==> src/hw/rtl/odo_pkg.sv <==
// ----------------------------------------------------------------------------
// odo_pkg
// shared types, constants and the cordic arctangent table for the odometry unit
// ----------------------------------------------------------------------------
package odo_pkg;

  localparam int unsigned CordicStepsDefault = 24;

  // configuration reset values
  localparam logic [31:0] MptReset  = 32'd966899;
  localparam logic [30:0] TptdReset = 31'd1719395;

  // configuration port
  localparam int unsigned CfgIdxW  = 2;
  localparam int unsigned CfgDataW = 32;

  typedef enum logic [CfgIdxW-1:0] {
    CFG_METERS_PER_TICK = 2'd0,
    CFG_TURN_PER_TICK   = 2'd1
  } cfg_idx_e;

  // cordic datapath, signed q30 with headroom
  localparam int unsigned CordW = 34;
  localparam logic signed [CordW-1:0] CordicGain = 34'sd652032874;
  localparam logic signed [CordW-1:0] Q30One     = 34'sd1073741824;

  // queue between front and back
  localparam int unsigned QueueDepth = 2;
  localparam int unsigned QueuePtrW  = $clog2(QueueDepth);

  // atan(2^-i) as binary angle, 2^32 per turn
  function automatic logic [31:0] atan_lut(input logic [4:0] idx);
    logic [31:0] val;
    begin
      case (idx)
        5'd0:    val = 32'd536870912;
        5'd1:    val = 32'd316933406;
        5'd2:    val = 32'd167458907;
        5'd3:    val = 32'd85004756;
        5'd4:    val = 32'd42667331;
        5'd5:    val = 32'd21354465;
        5'd6:    val = 32'd10679838;
        5'd7:    val = 32'd5340245;
        5'd8:    val = 32'd2670163;
        5'd9:    val = 32'd1335087;
        5'd10:   val = 32'd667544;
        5'd11:   val = 32'd333772;
        5'd12:   val = 32'd166886;
        5'd13:   val = 32'd83443;
        5'd14:   val = 32'd41722;
        5'd15:   val = 32'd20861;
        5'd16:   val = 32'd10430;
        5'd17:   val = 32'd5215;
        5'd18:   val = 32'd2608;
        5'd19:   val = 32'd1304;
        5'd20:   val = 32'd652;
        5'd21:   val = 32'd326;
        5'd22:   val = 32'd163;
        5'd23:   val = 32'd81;
        5'd24:   val = 32'd41;
        5'd25:   val = 32'd20;
        5'd26:   val = 32'd10;
        5'd27:   val = 32'd5;
        5'd28:   val = 32'd3;
        5'd29:   val = 32'd1;
        5'd30:   val = 32'd1;
        default: val = 32'd0;
      endcase
      return val;
    end
  endfunction

  // classified item handed from front to back
  typedef struct packed {
    logic signed [32:0] tick_sum;   // left delta plus right delta
    logic [31:0]        tick_diff;  // right delta minus left delta, mod 2^32
  } odo_item_t;

  // cordic result bundle
  typedef struct packed {
    logic               done;
    logic signed [31:0] cos_val;
    logic signed [31:0] sin_val;
  } odo_trig_t;

  typedef enum logic [3:0] {
    ST_IDLE,
    ST_HEAD,
    ST_DIST,
    ST_ROT,
    ST_MLO,
    ST_MHI,
    ST_STEP,
    ST_ACC,
    ST_DONE
  } odo_state_e;

endpackage

==> src/hw/rtl/odo_in_if.sv <==
// ----------------------------------------------------------------------------
// odo_in_if
// encoder count channel: valid/ready with left and right absolute counts
// ----------------------------------------------------------------------------
interface odo_in_if;
  logic               valid;
  logic               ready;
  logic signed [31:0] left_count;
  logic signed [31:0] right_count;

  modport source (output valid, left_count, right_count, input ready);
  modport sink   (input valid, left_count, right_count, output ready);
endinterface

==> src/hw/rtl/odo_front.sv <==
// ----------------------------------------------------------------------------
// odo_front
// takes encoder counts, forms wrap-safe tick deltas, keeps the previous counts
// ----------------------------------------------------------------------------
module odo_front import odo_pkg::*; (
  input  logic       clk_i,
  input  logic       rst_ni,
  odo_in_if.sink     in_i,
  input  logic       full_i,
  output logic       push_o,
  output odo_item_t  item_o
);

  logic [31:0] prev_left_q, prev_right_q;
  logic [31:0] dl, dr;

  assign dl = in_i.left_count - prev_left_q;
  assign dr = in_i.right_count - prev_right_q;

  assign in_i.ready       = !full_i;
  assign push_o           = in_i.valid && !full_i;
  assign item_o.tick_sum  = {dl[31], dl} + {dr[31], dr};
  assign item_o.tick_diff = dr - dl;

  always_ff @(posedge clk_i or negedge rst_ni) begin
    if (!rst_ni) begin
      prev_left_q  <= '0;
      prev_right_q <= '0;
    end else if (push_o) begin
      prev_left_q  <= in_i.left_count;
      prev_right_q <= in_i.right_count;
    end
  end

endmodule

==> src/flat_wrapper.sv <==
// flat-port wrapper written by rule: the top's interface ports become plain ports
module odo_front_flat import odo_pkg::*;
  (clk_i, rst_ni, full_i, push_o, item_o, in_i_valid, in_i_left_count, in_i_right_count, in_i_ready);
  odo_in_if in_i_i ();
  input  logic clk_i;
  input  logic rst_ni;
  input  logic full_i;
  output logic push_o;
  output odo_item_t item_o;
  input wire logic [$bits(in_i_i.valid)-1:0] in_i_valid;
  input wire logic [$bits(in_i_i.left_count)-1:0] in_i_left_count;
  input wire logic [$bits(in_i_i.right_count)-1:0] in_i_right_count;
  output wire logic [$bits(in_i_i.ready)-1:0] in_i_ready;
  assign in_i_i.valid = in_i_valid;
  assign in_i_i.left_count = in_i_left_count;
  assign in_i_i.right_count = in_i_right_count;
  assign in_i_ready = in_i_i.ready;
  odo_front u_core (.clk_i(clk_i), .rst_ni(rst_ni), .in_i(in_i_i), .full_i(full_i), .push_o(push_o), .item_o(item_o));
endmodule
==> config.mk <==
export PLATFORM = sky130hd
export DESIGN_NAME = odo_front_flat
export DESIGN_NICKNAME = d
export VERILOG_FILES = /design/src/hw/rtl/odo_pkg.sv /design/src/hw/rtl/odo_in_if.sv /design/src/hw/rtl/odo_front.sv /design/src/flat_wrapper.sv
export SDC_FILE = /design/constraint.sdc
export NUM_CORES = 1
export LEC_CHECK = 0
export ABC_CLOCK_PERIOD_IN_PS = 6700
export BUFFER_PORTS_ARGS = -buffer_cell sky130_fd_sc_hd__clkbuf_2
export CAP_MARGIN = 20
export CORE_MARGIN = 2
export CORE_UTILIZATION = 30
export DETAILED_ROUTE_END_ITERATION = 10
export GPL_ROUTABILITY_DRIVEN = 0
export GPL_TIMING_DRIVEN = 1
export PLACE_DENSITY = 0.45
export SLEW_MARGIN = 20
export SYNTH_ARGS = -nofsm -noshare
export SYNTH_HDL_FRONTEND = slang
export SYNTH_SLANG_ARGS = --single-unit
export TNS_END_PERCENT = 30
==> constraint.sdc <==
create_clock -name clk_i -period 6.7 [get_ports clk_i]
set_input_delay 0.335 -clock clk_i [delete_from_list [all_inputs] [get_ports clk_i]]
set_output_delay 0.335 -clock clk_i [all_outputs]
set_load 0.02 [all_outputs]
==> metrics.md, run 1 <==
| Metric | Value |
|---|---|
| TritonCTS Buffers | `9` |
| Detailed Routing Iterations Pass 1 | `5` |
| Global router's overall resource usage | `0.172` |
| Synth Warn # | `0` |
| Largest net degree at the start of global routing | `78` |
| WP data required | `6.36 ns` |
| Crit-path max cell delay | `0.59 ns` |
| Hold/Removal Path Class | `primary input to async pin` |
| First-pass GRT wire length | `45600 µm` |
| Netlist cell types | `68` |
| Sequential area share after synthesis | `0.173` |
| Dpl ws | `1.12 ns` |
| GRT busiest layer | `met2` |
| WP buf/inv | `2` |
| Worst setup path class | `register to output pin` |
| Crit end category | `output pin` |
| Post-synth EDFFs | `0` |
| Number of port buffers | `134` |
| Slew headroom | `0.421` |
| Top delay family on crit path | `compound AO/OA/AOI/OAI gates` |
| Post-synthesis compound-gate area fraction | `0.280` |
| Die area | `32200 µm²` |
| Die Y-Extent | `179 µm` |
| Power per cell area | `569 nW/µm²` |
| Mapped Nets | `1461` |
| Startpoint class of the critical path | `register` |
| WL per Instance | `16.1 µm` |
| RSZ-0062 raised after global routing | `false` |
| Clk Latency, worst-skew pair | `0.33 ns` |
| Flops & latches, synth | `64` |
| Post-DP HPWL | `23400 µm` |
| # rows | `64` |
| Worst Tran Pin Value | `0.868 ns` |
| CP Cell Sequence | `ha_1, inv_1, fa_1, a21o_1, a22o_1, o31a_1, a21o_1, a21oi_1, o21bai_1, a21oi_1, xnor2_1, ha_1, nand2_1, o41ai_2, o31a_1, a31oi_1, o41ai_1, xnor2_1, clkbuf_2` |
| Initial Util | `0.303` |
| Period Utilization, post-route | `0.874` |
| Area Overhead vs Synth | `13.6%` |
| Clk sinks | `64` |
| Final Critical Period | `5.85 ns` |
| Xor/xnor share of the synthesized area | `0.114` |
| Mapped Area | `9230 µm²` |
| Cells after Synth | `1264` |
| Die width | `179 µm` |
| Initial antenna violation count | `0` |
| Setup TNS Final | `0 ns` |
| Final hold violation count | `0` |
| Layout cells sized above 1 | `0.126` |
| M2 GR Usage | `0.260` |
| Setup ws final | `0.845 ns` |
| Via count | `8865` |
| Final wirelength | `28300 µm` |
| Adder-Cell Fraction of Synth Area | `0.178` |
| Simple-Gate Fraction of Synth Area | `0.165` |
| Total gr overflow | `0` |
| Total Power | `5.96 mW` |
| Max-capacitance violation count | `0` |
| Clk_skew | `0 ns` |
| Clock buffer depth | `2` |
| Slowest CP cell | `ha_1` |
| Max IR drop VDD | `309 µV` |
| Vias in the first global route | `8637` |
| Post-synth top flop | `dfrtp_1` |
| Outcome | `complete, no violations` |
| Reg2Reg Setup Slack | `5.94 ns` |
| # resized after CTS | `0` |
| Ports | `135` |
| Crit path max fanout | `11` |
| H-tree depth | `3` |
| Clk pin slew, worst setup/hold paths | `0.05 ns` |
| Worst EP arrival | `5.52 ns` |
| Final Net Count | `1551` |
| Cell leakage power | `4.93 nW` |
| Max Slew Vio Count | `0` |
| CTS tree | `done` |
| Synth async-reset ratio | `1.00` |
| N_diodes | `0` |
| Core area | `30400 µm²` |
| Fmax | `171 MHz` |
| Setup violators final | `0` |
| Met1 Usage GRT | `0.259` |
| Mean area per synthesized cell | `7.30 µm²` |
| Post-CTS Hold Buffers | `0` |
| DR DRC count | `0` |
| Via density | `5.05` |
| Post-CTS setup buffer count | `0` |
| CTS root buf | `clkbuf_16` |
| Post-route ant nets | `0` |
| GRT met3 Usage | `0.0164` |
| Multiplexer area fraction after synthesis | `0.00488` |
| Worst hold slack | `0.204 ns` |
| Iteration-0 DRC Markers | `729` |
| Largest family of logic cells by synthesized area | `compound AO/OA/AOI/OAI gates` |
[cells in the final DEF (no fill, tap or decap), types with 19 or more instances in the layout]
cell | synthesis | layout
inv_1 | 141 | 141
clkbuf_2 | 1 | 133
nand2_1 | 131 | 131
a21oi_1 | 127 | 127
ha_1 | 125 | 125
o21ai_0 | 119 | 119
xnor2_1 | 85 | 85
nor2_1 | 80 | 80
dfrtp_1 | 64 | 64
xor2_1 | 35 | 35
a21o_1 | 33 | 33
nand3_1 | 24 | 24
o21bai_1 | 19 | 19
[through the flow]
| stage | std cells | util | cell area (µm²) |
|---|---|---|---|
| after floorplan | 1264 | - | 9230 |
| after global placement | 1739 | 0.335 | 10200 |
| after detailed placement | 1739 | 0.335 | 10200 |
| after CTS | 1755 | 0.345 | 10500 |
| after global routing | 1755 | 0.345 | 10500 |
| final | 1755 | 0.345 | 10500 |
[layout make-up]
class	count	area [µm²]
fillers	3342	19900
multi-input cells	999	6860
flip-flops and latches	64	1600
repair buffers	138	701
inverters	142	533
well taps	396	495
clock buffers	13	260
clock inverters	3	40.0
[cell families (layout without fill, tap and decap cells)]
| logic type | count (synthesis) | after routing |
|---|---|---|
| multiplexers | 4 | 4 |
| buffers and inverters | 201 | 296 |
| AND/OR/NAND/NOR | 329 | 329 |
| AO/OA/AOI/OAI | 417 | 417 |
| XOR/XNOR | 120 | 120 |
| adder cells (fa/ha/maj) | 129 | 129 |
| flip-flops | 64 | 64 |
[path summary, 6_finish.rpt]
kind	start	to	depth (start not counted)
hold reg to reg	u_core.prev_left_q[0]	u_core.prev_left_q[0]	1
max in group asynchronous	rst_ni	u_core.prev_left_q[29]	2
setup / recovery	u_core.prev_right_q[0]	item_o[59]	19
hold / removal	rst_ni	u_core.prev_left_q[1]	2
min in group clk_i	in_i_left_count[10]	u_core.prev_left_q[10]	3
setup reg to reg	u_core.prev_left_q[31]	u_core.prev_left_q[31]	1
[cells in the mapped netlist, types with 8 or more instances]
| cell | instances | area, µm² |
|---|---|---|
| o21bai_1 | 19 | 143 |
| o31ai_1 | 10 | 75.1 |
| dfrtp_1 | 64 | 1600 |
| ha_1 | 125 | 1560 |
| a31oi_1 | 17 | 106 |
| nand4_1 | 16 | 100 |
| a21oi_1 | 127 | 636 |
| a211oi_1 | 13 | 97.6 |
| buf_2 | 8 | 40.0 |
| nor4_1 | 8 | 50.1 |
| inv_1 | 141 | 529 |
| a21o_1 | 33 | 248 |
| nand3_1 | 24 | 120 |
| nor2b_1 | 16 | 100 |
| nor2_1 | 80 | 300 |
| xnor2_1 | 85 | 744 |
| nand2_1 | 131 | 492 |
| clkbuf_1 | 46 | 173 |
| nand2b_1 | 11 | 68.8 |
| o21a_1 | 12 | 90.1 |
| o21ai_0 | 119 | 596 |
| xor2_1 | 35 | 307 |
| nor3_1 | 17 | 85.1 |
[metal layers]
layer / up-vias / part of all wire
met4: 0 / 0.018
li1: 4586 / -
met5: - / 0
met1: 4022 / 0.53
met3: 36 / 0.034
met2: 221 / 0.42
[registers in the layout, indices dropped and copies added (netlist names)]
signal               flops
u_core.prev_right_q     32
u_core.prev_left_q      32
[power by group]
group | switching [mW] | internal (mW) | total [mW]
Clock | 0.172 | 0.307 | 0.479
Combinational | 3.30 | 1.74 | 5.04
Sequential | 0.0123 | 0.436 | 0.449
Power figures use the tool's default switching activity.
==> run 2, diff against run 1 <==
ABC_CLOCK_PERIOD_IN_PS = 4800   (was 6700)
PLACE_DENSITY = 0.47   (was 0.45)
SLEW_MARGIN = 0   (was 20)
clock period = 4.8 ns   (was 6.7 ns; I/O delays follow)
==> metrics.md, run 2 (synthesis results as in run 1) <==
| Metric | Value |
|---|---|
| Outcome | `complete, but fails checks` |
| Failing checks | `setup timing` |
| Max-capacitance violation count | `0 (unchanged)` |
| Design area | `12100 µm² (+15%)` |
| Clk pin slew, worst setup/hold paths | `0.05 ns (about the same)` |
| # rows | `64 (unchanged)` |
| Fin util | `0.398 (+0.0532)` |
| H-tree depth | `3 (unchanged)` |
| Post-CTS Hold Buffers | `0 (unchanged)` |
| Ports | `135 (unchanged)` |
| Worst Tran Pin Value | `0.831 ns (-0.0372 ns)` |
| M2 GR Usage | `0.266 (+0.00628)` |
| Via density | `5.00 (-1.1%)` |
| Power per cell area | `828 nW/µm² (+46%)` |
| Worst r2r src | `u_core.prev_right_q[31]` |
| Clock buffer depth | `2 (unchanged)` |
| Clk sinks | `64 (unchanged)` |
| Most frequent cells in the layout | `139 x inv_1, 135 x buf_4, 128 x nand2_1` |
| Max IR drop VDD | `435 µV (+40%)` |
| Initial Util | `0.303 (unchanged)` |
| RSZ-0062 raised after global routing | `true` |
| Clk Latency, worst-skew pair | `0.33 ns (about the same)` |
| N_diodes | `0 (unchanged)` |
| Commonest non-fill, non-tap cell in the layout | `inv_1` |
| Detailed Routing Iterations Pass 1 | `8 (+3)` |
| Worst Reg-to-Reg Cells | `1 (unchanged)` |
| Post-DP HPWL | `24000 µm (+2.9%)` |
| TritonCTS Buffers | `9 (unchanged)` |
| Iteration-0 DRC Markers | `658 (-9.7%)` |
| Crit end category | `output pin` |
| CTS root buf | `clkbuf_16` |
| Total gr overflow | `0 (unchanged)` |
| WP data required | `4.56 ns (-1.80 ns)` |
| Worst EP arrival | `4.83 ns (-0.69 ns)` |
| Worst R2R End | `u_core.prev_right_q[31]` |
| Post-route ant nets | `0 (unchanged)` |
| Cell leakage power | `5.70 nW (+15%)` |
| DR DRC count | `0 (unchanged)` |
| Largest net degree at the start of global routing | `65 (-17%)` |
| Via count | `9363 (+5.6%)` |
| Slew headroom | `0.446 (+0.0248)` |
| Worst setup path class | `register to output pin` |
| Crit path max fanout | `3 (-8)` |
| Met1 Usage GRT | `0.264 (+0.00504)` |
| Layout cells sized above 1 | `0.268 (+0.142)` |
| Setup violators final | `16 (+16)` |
| Startpoint class of the critical path | `register` |
| Initial antenna violation count | `0 (unchanged)` |
| Final Critical Period | `5.07 ns` |
| Final wirelength | `29000 µm (+2.6%)` |
| GRT met3 Usage | `0.0152 (-0.00122)` |
| Final hold violation count | `0 (unchanged)` |
| First-pass GRT wire length | `46600 µm (+2.2%)` |
| Core area | `30400 µm² (unchanged)` |
| Period Utilization, post-route | `1.06` |
| Largest registers | `u_core.prev_left_q: 32 flops, u_core.prev_right_q: 32 flops` |
| Global router's overall resource usage | `0.176 (+0.00393)` |
| WL per Instance | `15.5 µm (-3.9%)` |
| Die width | `179 µm (unchanged)` |
| Vias in the first global route | `8826 (+2.2%)` |
| Fmax | `197 MHz` |
| GRT busiest layer | `met2` |
| CTS tree | `done` |
| Number of port buffers | `134 (unchanged)` |
| Area Overhead vs Synth | `31.2%` |
| Final Net Count | `1673 (+7.9%)` |
| Reg2Reg Setup Slack | `4.05 ns (-1.89 ns)` |
| Die Y-Extent | `179 µm (unchanged)` |
| Setup ws final | `-0.273 ns (-1.12 ns)` |
| Clk_skew | `0 ns (unchanged)` |
| Cell Area, Placed | `11000 µm² (+7.6%)` |
| Hold/Removal Path Class | `primary input to async pin` |
| Die area | `32200 µm² (unchanged)` |
| Max Slew Vio Count | `0 (unchanged)` |
==> run 2: how the worst max path moves through the flow <==
stage | end | start | cells past startpoint
4_1_cts | item_o[29] | u_core.prev_right_q[0] | 20
2_1_floorplan | item_o[30] | u_core.prev_right_q[0] | 18
6_report | item_o[29] | u_core.prev_right_q[0] | 20
3_5_place_dp | item_o[61] | in_i_right_count[0] | 25
3_3_place_gp | item_o[61] | in_i_right_count[0] | 25
5_1_grt | item_o[29] | u_core.prev_right_q[0] | 20
==> run 2: stage by stage <==
step	power [mW]	hold slack, ns	worst slack (ns)	setup TNS (ns)	instances
after floorplan	5.64	-0.0556	0.109	0	1264
after global placement	8.40	0.471	-0.191	-0.624	1842
after detailed placement	8.40	0.478	-0.235	-0.915	1842
after CTS	9.37	0.124	-0.383	-3.99	1861
after global routing	10.8	0.149	-0.488	-6.70	1874
final	10.0	0.0980	-0.273	-1.69	1874
==> run 2: repair_timing <==
item | in CTS | in global routing
endpoints found under the setup margin | 32 | 39
pin swaps | 23 | 48
setup buffers | 7 | 14
resized for setup | 56 | 133
==> run 2: worst max-delay path, stage by stage (launching register included) <==
cell     delay, ns
dfrtp_1       0.34
ha_2          0.18
inv_2         0.04
fa_2          0.33
a21o_1        0.17
a22o_1        0.20
o31a_1        0.28
a21oi_2       0.18
nand2_1       0.08
a21o_1        0.19
a21oi_2       0.16
xnor2_2       0.10
ha_1          0.32
or3_4         0.40
or4_4         0.43
nor4b_2       0.21
o21ai_1       0.10
a22o_1        0.26
o31ai_4       0.22
xnor2_1       0.15
buf_4         0.16
==> run 2: layout make-up <==
type,instances,area (µm²)
timing repair buffer,260,1720
inverter,142,538
fill,3220,18300
multi-input combinational,999,7490
sequential,64,1600
clock buffer,12,256
clock inverter,1,5.00
tap,396,495
==> run 2: where the power goes <==
part,switching (mW),internal (mW)
combinational,5.15,3.67
sequential,0.0173,0.609
clock,0.216,0.367
total,5.38,4.64
==> run 2: per-layer routing <==
layer  part of all wire  vias to the layer above  wire length (µm)
li1                   -                     4829                 -
met1               0.51                     4286             14900
met2               0.43                      210             12500
met3              0.034                       38               991
met4              0.020                        0               589
met5                  0                        -                 0
